$ cat src/ipjq_pkg.sv
// shared constants, codes and item types of the indexed priority job queue
package ipjq_pkg;

    localparam int HEAP_DEPTH = 64;
    localparam int KEY_DEPTH  = 96;
    localparam int MODEL_BITS = 8;
    localparam int NODE_BITS  = 32;
    localparam int PRIO_BITS  = 32;
    localparam int FUNC_BITS  = 3;
    localparam int MODE_BITS  = 2;
    localparam int STAT_BITS  = 2;
    localparam int SLOT_BITS  = $clog2(HEAP_DEPTH);
    localparam int SIZE_BITS  = $clog2(HEAP_DEPTH + 1);

    localparam logic [FUNC_BITS-1:0] FUNC_PUSH     = 3'd0;
    localparam logic [FUNC_BITS-1:0] FUNC_TAKE     = 3'd1;
    localparam logic [FUNC_BITS-1:0] FUNC_COMPLETE = 3'd2;
    localparam logic [FUNC_BITS-1:0] FUNC_UPDATE   = 3'd3;
    localparam logic [FUNC_BITS-1:0] FUNC_ABORT    = 3'd4;
    localparam logic [FUNC_BITS-1:0] FUNC_QUERY    = 3'd5;

    localparam logic [MODE_BITS-1:0] MODE_NEVER = 2'd0;
    localparam logic [MODE_BITS-1:0] MODE_ANY   = 2'd1;
    localparam logic [MODE_BITS-1:0] MODE_DEC   = 2'd2;
    localparam logic [MODE_BITS-1:0] MODE_INC   = 2'd3;

    localparam logic [STAT_BITS-1:0] STAT_NONE    = 2'd0;
    localparam logic [STAT_BITS-1:0] STAT_LOADING = 2'd1;
    localparam logic [STAT_BITS-1:0] STAT_WAITING = 2'd2;

    typedef struct packed {
        logic [FUNC_BITS-1:0]        func;
        logic [MODEL_BITS-1:0]       model_id;
        logic [NODE_BITS-1:0]        node_id;
        logic signed [PRIO_BITS-1:0] priority_req;
    } t_item;

    typedef struct packed {
        logic                        done_flag;
        logic                        job_valid;
        logic [MODEL_BITS-1:0]       job_model;
        logic [NODE_BITS-1:0]        job_node;
        logic signed [PRIO_BITS-1:0] job_priority;
        logic [STAT_BITS-1:0]        index_status;
        logic [SIZE_BITS-1:0]        job_count;
    } t_result;

    typedef struct packed {
        logic [MODEL_BITS-1:0] model;
        logic [NODE_BITS-1:0]  node;
        logic [SLOT_BITS-1:0]  slot;
    } t_key_ent;

endpackage

$ cat src/ipjq_heap_ram.sv
// heap entry memory: one write port, two registered read ports
module ipjq_heap_ram #(
    parameter int DEPTH = ipjq_pkg::HEAP_DEPTH,
    parameter int WIDTH = 8
) (
    input  logic                     i_clk,
    input  logic                     i_we,
    input  logic [$clog2(DEPTH)-1:0] i_waddr,
    input  logic [WIDTH-1:0]         i_wdata,
    input  logic [$clog2(DEPTH)-1:0] i_raddr_a,
    input  logic [$clog2(DEPTH)-1:0] i_raddr_b,
    output logic [WIDTH-1:0]         o_rdata_a,
    output logic [WIDTH-1:0]         o_rdata_b
);

    logic [WIDTH-1:0] r_mem [DEPTH];
    logic [WIDTH-1:0] r_rd_a;
    logic [WIDTH-1:0] r_rd_b;

    always_ff @(posedge i_clk) begin
        if (i_we) begin
            r_mem[i_waddr] <= i_wdata;
        end
        r_rd_a <= r_mem[i_raddr_a];
        r_rd_b <= r_mem[i_raddr_b];
    end

    assign o_rdata_a = r_rd_a;
    assign o_rdata_b = r_rd_b;

endmodule

$ cat config.mk
export PLATFORM = sky130hd
export DESIGN_NAME = ipjq_heap_ram
export DESIGN_NICKNAME = d
export VERILOG_FILES = /design/src/ipjq_pkg.sv /design/src/ipjq_heap_ram.sv
export SDC_FILE = /design/constraint.sdc
export NUM_CORES = 1
export LEC_CHECK = 0
export BUFFER_PORTS_ARGS = -buffer_cell sky130_fd_sc_hd__buf_2
export CORE_ASPECT_RATIO = 0.7
export CORE_MARGIN = 3
export CORE_UTILIZATION = 45
export CTS_CLUSTER_SIZE = 10
export DETAILED_ROUTE_END_ITERATION = 16
export PLACE_DENSITY = 0.58
export SYNTH_ARGS = -nofsm -noshare
export SYNTH_HDL_FRONTEND = slang
export SYNTH_SLANG_ARGS = --single-unit
$ cat constraint.sdc
create_clock -name i_clk -period 2.3 [get_ports i_clk]
set_clock_uncertainty 0.1 [all_clocks]
set_input_delay 0.115 -clock i_clk [delete_from_list [all_inputs] [get_ports i_clk]]
set_output_delay 0.115 -clock i_clk [all_outputs]
set_load 0.05 [all_outputs]
* Word level (Yosys, flattened, before mapping)
Memory sizes are Yosys's and may differ from the RTL's. A register that Yosys moved wholly into a read port is not among the register bits.
Cells that the tools add are included.
** Word-level totals
- Register bits :: 0
- RAM bits :: 512
- Bits of input ports :: 28
- Output and inout bits :: 16
- Logic and storage cells :: 3
- Memories kept :: 1
** Memories
- r_mem :: depth 64, bits a word 8, rd ports 2, clocked after Yosys merged registers in 2, write ports 1, line ipjq_heap_ram.sv:16 : logic [WIDTH-1:0] r_mem [DEPTH];
** Operators by class
- Mux-type cells :: 2
** Operators with widths (count)
- 1-bit two-way mux :: 2

* Longest topological paths before layout
Gate-level depths: netlist of run 1.
- Depth after elaboration :: 2
- Gate-level depth with buffers :: 9

* Worst setup path before layout of run 1
OpenSTA, ideal clock, no wires.
- Path type :: input to register
- Start :: input i_raddr_b[0]
- End :: register r_rd_b[4], in the netlist o_rdata_b[4], read port of r_mem
- Setup time :: 113 ps
- Arrival :: 1812 ps
- Required time :: 2087 ps
- Setup slack :: 275 ps
- Cell stages on the path :: 8
- Path through :: buf_2 buf_2 buf_4 mux4_2 a221oi_1 o21ai_0 nand3_1 nand2_1
** RTL lines
- start, declared :: line ipjq_heap_ram.sv:11 : input logic [$clog2(DEPTH)-1:0] i_raddr_b,
- end, declared :: line ipjq_heap_ram.sv:18 : logic [WIDTH-1:0] r_rd_b;

==> flow_metrics.env, run 1 <==
export IMPL_clk_transition_reported_paths_ns=0.06
export IMPL_path_max_fanout=2
export IMPL_syn_area_per_cell_um2=20.0
export IMPL_grt_pass1_wl_um=102000
export IMPL_synth_compound_area_share_pct=2.81
export IMPL_first_pass_iters=5
export IMPL_post_drt_wl_per_cell_um=32.7
export IMPL_final_net_count=1457
export IMPL_ys_ff_latch=528
export IMPL_via_count=14008
export IMPL_syn2layout_area_growth_pct=17.3
export IMPL_cp_start_kind="flip-flop"
export IMPL_vdd_drop_max_uv=707
export IMPL_num_rows=70
export IMPL_cp_slowest_cell="mux4_2"
export IMPL_synth_cell_types=38
export IMPL_status="finished, final reports clean"
export IMPL_cts_buffers=59
export IMPL_comb_power_share_pct=9.8
export IMPL_yosys_area_top_type="edfxtp_1"
export IMPL_start_util_pct=46.0
export IMPL_yosys_area_share_simple_pct=2.69
export IMPL_seqPwrFrac_pct=50.2
export IMPL_ys_seq_area_share_pct=64.7
export IMPL_syn_nets=1239
export IMPL_vias_per_cell=6.39
export IMPL_cp_cell_sequence="mux4_2 > nor2b_1 > a211oi_1 > buf_4 > a2111oi_0 > a311o_1"
export IMPL_setup_violations=0
export IMPL_layout_drive_gt1_share_pct=39.2
export IMPL_worstHoldPathType="in -> reg"
export IMPL_p_clk_share_pct=39.9
export IMPL_min_period_ns=2.19
export IMPL_swShare_pct=23.1
export IMPL_yosysWarnings=0
export IMPL_post_route_cell_area_um2=28500
export IMPL_grt_max_degree=65
export IMPL_port_buffers=43
export IMPL_hold_violations=0
export IMPL_yosys_area_top_type_share_pct=63.3
export IMPL_synth_top_cells_by_area="edfxtp_1, mux4_2, mux2i_1, dfxtp_1, nor2_1"
export IMPL_cts_root_buf="clkbuf_16"
export IMPL_slowest_delay_ns=0.52
export IMPL_ios=44
export IMPL_yosys_area_share_adder_pct=0
export IMPL_cpLargestDelayFamily="compound AO/OA/AOI/OAI gates"
export IMPL_synth_ff_type="edfxtp_1"
export IMPL_tightest_slew_ns=0.836
export IMPL_wl_um=71600
export IMPL_slew_viol_final=0
export IMPL_die_h_um=200
export IMPL_cts_repair_resize_count=0
export IMPL_antenna_found_initial=5
export IMPL_cts_max_level=2
export IMPL_most_common_layout_cells="edfxtp_1, mux4_2, buf_4"
export IMPL_die_area_um2=56800
export IMPL_drtAntennaViolNets=0
export IMPL_endpoint_kind="flip-flop"
export IMPL_placed_area_um2=26700
export IMPL_clkSinkCount=528
export IMPL_cp_arrival_ns=2.58
export IMPL_clockBufferDepth=3
export IMPL_gr_usage_all_layers_pct=25.3
export IMPL_p_per_area_nw_per_um2=750
export IMPL_period_share_pct=95.0
export IMPL_netlist_instances=1211
export IMPL_async_flop_share_pct=0
export IMPL_p_int_uw=16400
export IMPL_overflow=0
export IMPL_max_slew_margin_pct=44.3
export IMPL_p_leak_uw=0.00936
export IMPL_cp_required_ns=2.69
export IMPL_layout_commonest_cell="edfxtp_1"
export IMPL_muxShareOfSynthArea_pct=27.9
export IMPL_gp_congestion=0.898
export IMPL_drt_iter0_markers=1836
export IMPL_rsz0062_at_grt="false"
export IMPL_synth_top_family_by_area="multiplexers"
export IMPL_drc_errors=0
export IMPL_cts_tree="built"
export IMPL_max_cap_violations=0
export IMPL_fill_cells=4079
export IMPL_coreArea_um2=52800
export IMPL_syn_area_um2=24300
export IMPL_insertion_delay_ns=0.61
export IMPL_switchingPower_uw=4930
export IMPL_synth_edff_count=512
export IMPL_critical_path_class="reg -> reg"
export IMPL_fmax_ghz=0.457
export IMPL_grt_pass1_vias=13641
export IMPL_die_x_um=284
export IMPL_p_total_uw=21400
export IMPL_hpwl_um=49800
export IMPL_synthXorXnorAreaFrac_pct=0
export IMPL_crit_buf_inv=1
## per-stage QoR
stage | cells | util, % | setup slack (ns) | TNS [ns] | hold slack (ns)
5_1_grt | 2190 | 53.9 | 0.0518 | 0 | 0.0600
4_1_cts | 2189 | 53.9 | 0.102 | 0 | 0.0191
3_3_place_gp | 2078 | 50.5 | -0.134 | -0.134 | 0.343
2_1_floorplan | 1211 | - | 0.275 | 0 | 0.114
3_5_place_dp | 2078 | 50.5 | -0.133 | -0.133 | 0.353
6_report | 2191 | 53.9 | 0.114 | 0 | 0.0531
## synthesized netlist by cell type, types with 2 or more instances
library cell,number
a221oi_1,7
buf_1,11
a2111oi_0,2
nand3_1,20
a21oi_1,10
nand3b_1,2
nand2b_1,6
and2_1,3
a221o_1,5
o22ai_1,20
inv_1,2
o21ai_0,17
edfxtp_1,512
mux2i_1,66
nand4_1,3
buf_4,12
buf_6,5
mux2_2,2
nand2_1,28
o221ai_1,5
nor2b_1,8
mux4_2,270
o21ai_1,7
nor2_1,75
a211oi_1,2
a22oi_1,14
clkbuf_1,34
nor3_1,2
dfxtp_1,16
buf_2,31
o211ai_1,3
o31a_1,5
## registers in the layout (all words and copies together) (netlist names)
name	count
o_rdata_a	8
r_mem	512
o_rdata_b	8
## path summary, 6_finish.rpt
| kind | depth (start not counted) | endpoint | slack (ns) | from |
|---|---|---|---|---|
| max | 6 | o_rdata_a[7] | 0.11 | r_mem[22][7] |
| min | 3 | r_mem[48][7] | 0.05 | i_waddr[2] |
| max reg2reg | 6 | o_rdata_a[7] | 0.11 | r_mem[22][7] |
| min reg2reg | 5 | o_rdata_b[2] | 0.80 | r_mem[55][2] |
## logic make-up (layout without fill, tap and decap cells)
group,after synthesis,count (layout)
simple gates,149,149
flops,528,528
mux,338,338
compound gates,100,100
other cells,0,2
buf+inv,96,354
## layer usage
metal  global-route usage [%]  part of all wire (%)
met1                     40.5                    44
met2                     34.9                    42
met3                     6.60                    12
met4                     5.54                   1.9
met5                        0                 0.061
## timing repair
action,CTS,global route
hold buffers,10,0
hold endpoints to repair,157,0
buffers inserted,0,0
## tightest hold or removal path, stage by stage
cell,delay (ns)
buf_2,0.17
nor3_1,0.08
buf_4,0.21
## power groups by stage
stage	Clock (µW)	Sequential, µW	Combinational [µW]
floorplan	0	11000	1040
global placement	0	10900	2070
detailed placement	0	10900	2070
CTS	8680	10700	2090
global route	9120	10700	2200
finish	8520	10700	2100
## area by class of cell
type	count	area, µm²	share of cell area [%]
Timing Repair Buffer	250	2080	7.30
Clock buffer	99	1680	5.90
Inverter	3	11.3	0.0395
Multi-Input combinational cell	587	8100	28.4
Clock inverter	2	8.76	0.0308
Sequential cell	528	15700	55.1
Tap cell	720	901	3.16
Antenna cell	2	5.00	0.0176
Note: power is estimated with default switching activity, not from simulation.
==> run 2: changes to the inputs <==
clock period = 2.35 ns   (was 2.3 ns; I/O delays follow)
==> flow_metrics.env, run 2 (synthesized netlist as in run 1, its figures left out) <==
export IMPL_status="finished, final reports clean"
export IMPL_max_slew_margin_pct=46.7
export IMPL_critical_path_class="reg -> reg"
export IMPL_regArea_um2=15700
export IMPL_insertion_delay_ns=0.61
export IMPL_start_util_pct=46.0
export IMPL_post_route_cell_area_um2=28500
export IMPL_diodes=0
export IMPL_grt_pass1_vias=13774
export IMPL_antenna_found_initial=3
export IMPL_cpLargestDelayFamily="compound AO/OA/AOI/OAI gates"
export IMPL_final_net_count=1451
export IMPL_vias_per_cell=6.42
export IMPL_cts_max_level=2
export IMPL_cp_slowest_cell="mux4_2"
export IMPL_placed_area_um2=26700
export IMPL_endpoint_kind="flip-flop"
export IMPL_multi_input_area_um2=8100
export IMPL_max_cap_violations=0
export IMPL_p_leak_uw=0.00934
export IMPL_path_max_fanout=2
export IMPL_ios=44
export IMPL_post_drt_wl_per_cell_um=32.8
export IMPL_setup_violations=0
export IMPL_grt_max_degree=65
export IMPL_fin_setup_tns_ns=0
export IMPL_tightest_slew_ns=0.799
export IMPL_fmax_ghz=0.473
export IMPL_die_area_um2=56800
export IMPL_slew_viol_final=0
export IMPL_crit_buf_inv=1
export IMPL_syn2layout_area_growth_pct=17.2
export IMPL_drtAntennaViolNets=0
export IMPL_die_x_um=284
export IMPL_die_h_um=200
export IMPL_hold_violations=0
export IMPL_first_pass_iters=5
export IMPL_grtUsageMet3_pct=6.38
export IMPL_worstHoldPathType="in -> reg"
export IMPL_slowest_delay_ns=0.49
export IMPL_cts_root_buf="clkbuf_16"
export IMPL_hpwl_um=49900
export IMPL_clkSinkCount=528
export IMPL_gp_congestion=0.871
export IMPL_cp_cell_sequence="mux4_2 > nor2b_1 > a211oi_1 > buf_4 > a2111oi_0 > a311o_1"
export IMPL_overflow=0
export IMPL_layout_drive_gt1_share_pct=39.1
export IMPL_drt_iter0_markers=1911
export IMPL_use_met1_pct=40.9
export IMPL_via_count=13995
export IMPL_grt_pass1_wl_um=102000
export IMPL_largest_register="r_mem"
export IMPL_grt_use_met2_pct=34.8
export IMPL_largest_reg_flops=512
export IMPL_layout_commonest_cell="edfxtp_1"
export IMPL_period_share_pct=89.9
export IMPL_r2r_start="r_mem[22][7]"
export IMPL_port_buffers=43
export IMPL_cts_tree="built"
export IMPL_cp_arrival_ns=2.51
export IMPL_fill_cells=4164
export IMPL_clockBufferDepth=3
export IMPL_min_period_ns=2.11
export IMPL_cp_start_kind="flip-flop"
export IMPL_gr_usage_all_layers_pct=25.4
export IMPL_cts_buffers=59
export IMPL_min_from="i_waddr[1]"
export IMPL_vdd_drop_max_uv=599
export IMPL_most_common_layout_cells="edfxtp_1, mux4_2, buf_4"
export IMPL_num_rows=70
export IMPL_clk_transition_reported_paths_ns=0.06
export IMPL_coreArea_um2=52800
export IMPL_cp_required_ns=2.75
export IMPL_top_usage_layer="met1"
export IMPL_drc_errors=0
export IMPL_crit_start="r_mem[22][7]"
export IMPL_wl_um=71600
export IMPL_p_per_area_nw_per_um2=734
export IMPL_rsz0062_at_grt="false"
## run 2: cell types whose count changed in the layout (fill, tap and decap cells not counted), sizes merged
cell | before | now
buf | 238 | 233
bufinv | 0 | 1
clkbuf | 101 | 98
clkinv | 2 | 1
diode | 2 | 0
dlygate4sd3 | 10 | 9
inv | 3 | 4
## run 2: layout make-up
class	instances	share of cell area [%]
flip-flops and latches	528	55.2
clock inverters	3	0.150
multi-input cells	587	28.5
well taps	720	3.17
repair buffers	244	7.27
clock buffers	96	5.75
inverters	3	0.0396
## run 2: path summary, 6_finish.rpt
path	to	slack, ns	cells after the start
hold / removal	r_mem[48][7]	0.07	3
setup reg to reg	o_rdata_a[7]	0.24	6
setup / recovery	o_rdata_a[7]	0.24	6
hold reg to reg	o_rdata_b[3]	0.78	5
## run 2: what timing repair did
item                      CTS  global route
hold buffers                9             0
resized for setup           0             0
buffers inserted            0             0
hold endpoints to repair  115             0
## run 2: through the flow
step	power (µW)	utilization [%]	hold WS [ns]	setup slack, ns	std cells
global route	21600	53.9	0.0513	0.136	2181
floorplan	11800	-	0.116	0.322	1211
finish	20900	53.9	0.0652	0.238	2181
CTS	21100	53.9	0.0298	0.218	2181
global placement	12700	50.5	0.465	0.0334	2073
detailed placement	12700	50.5	0.473	0.0553	2073
## run 2: power by group
part	switching (µW)	internal, µW	total [µW]
sequential	80.2	10400	10500
combinational	1190	855	2040
clock	3550	4790	8330
total	4810	16100	20900
## run 2: metal layers
layer | routed length (µm) | vias to the layer above
met4 | 1550 | 4
met2 | 30000 | 801
li1 | - | 5644
met3 | 8040 | 101
met1 | 32000 | 7445
met5 | 23 | -
## run 2: worst min-delay path, stage by stage
cell and delay (ns):
buf_2 0.19, nor3_1 0.08, buf_4 0.20
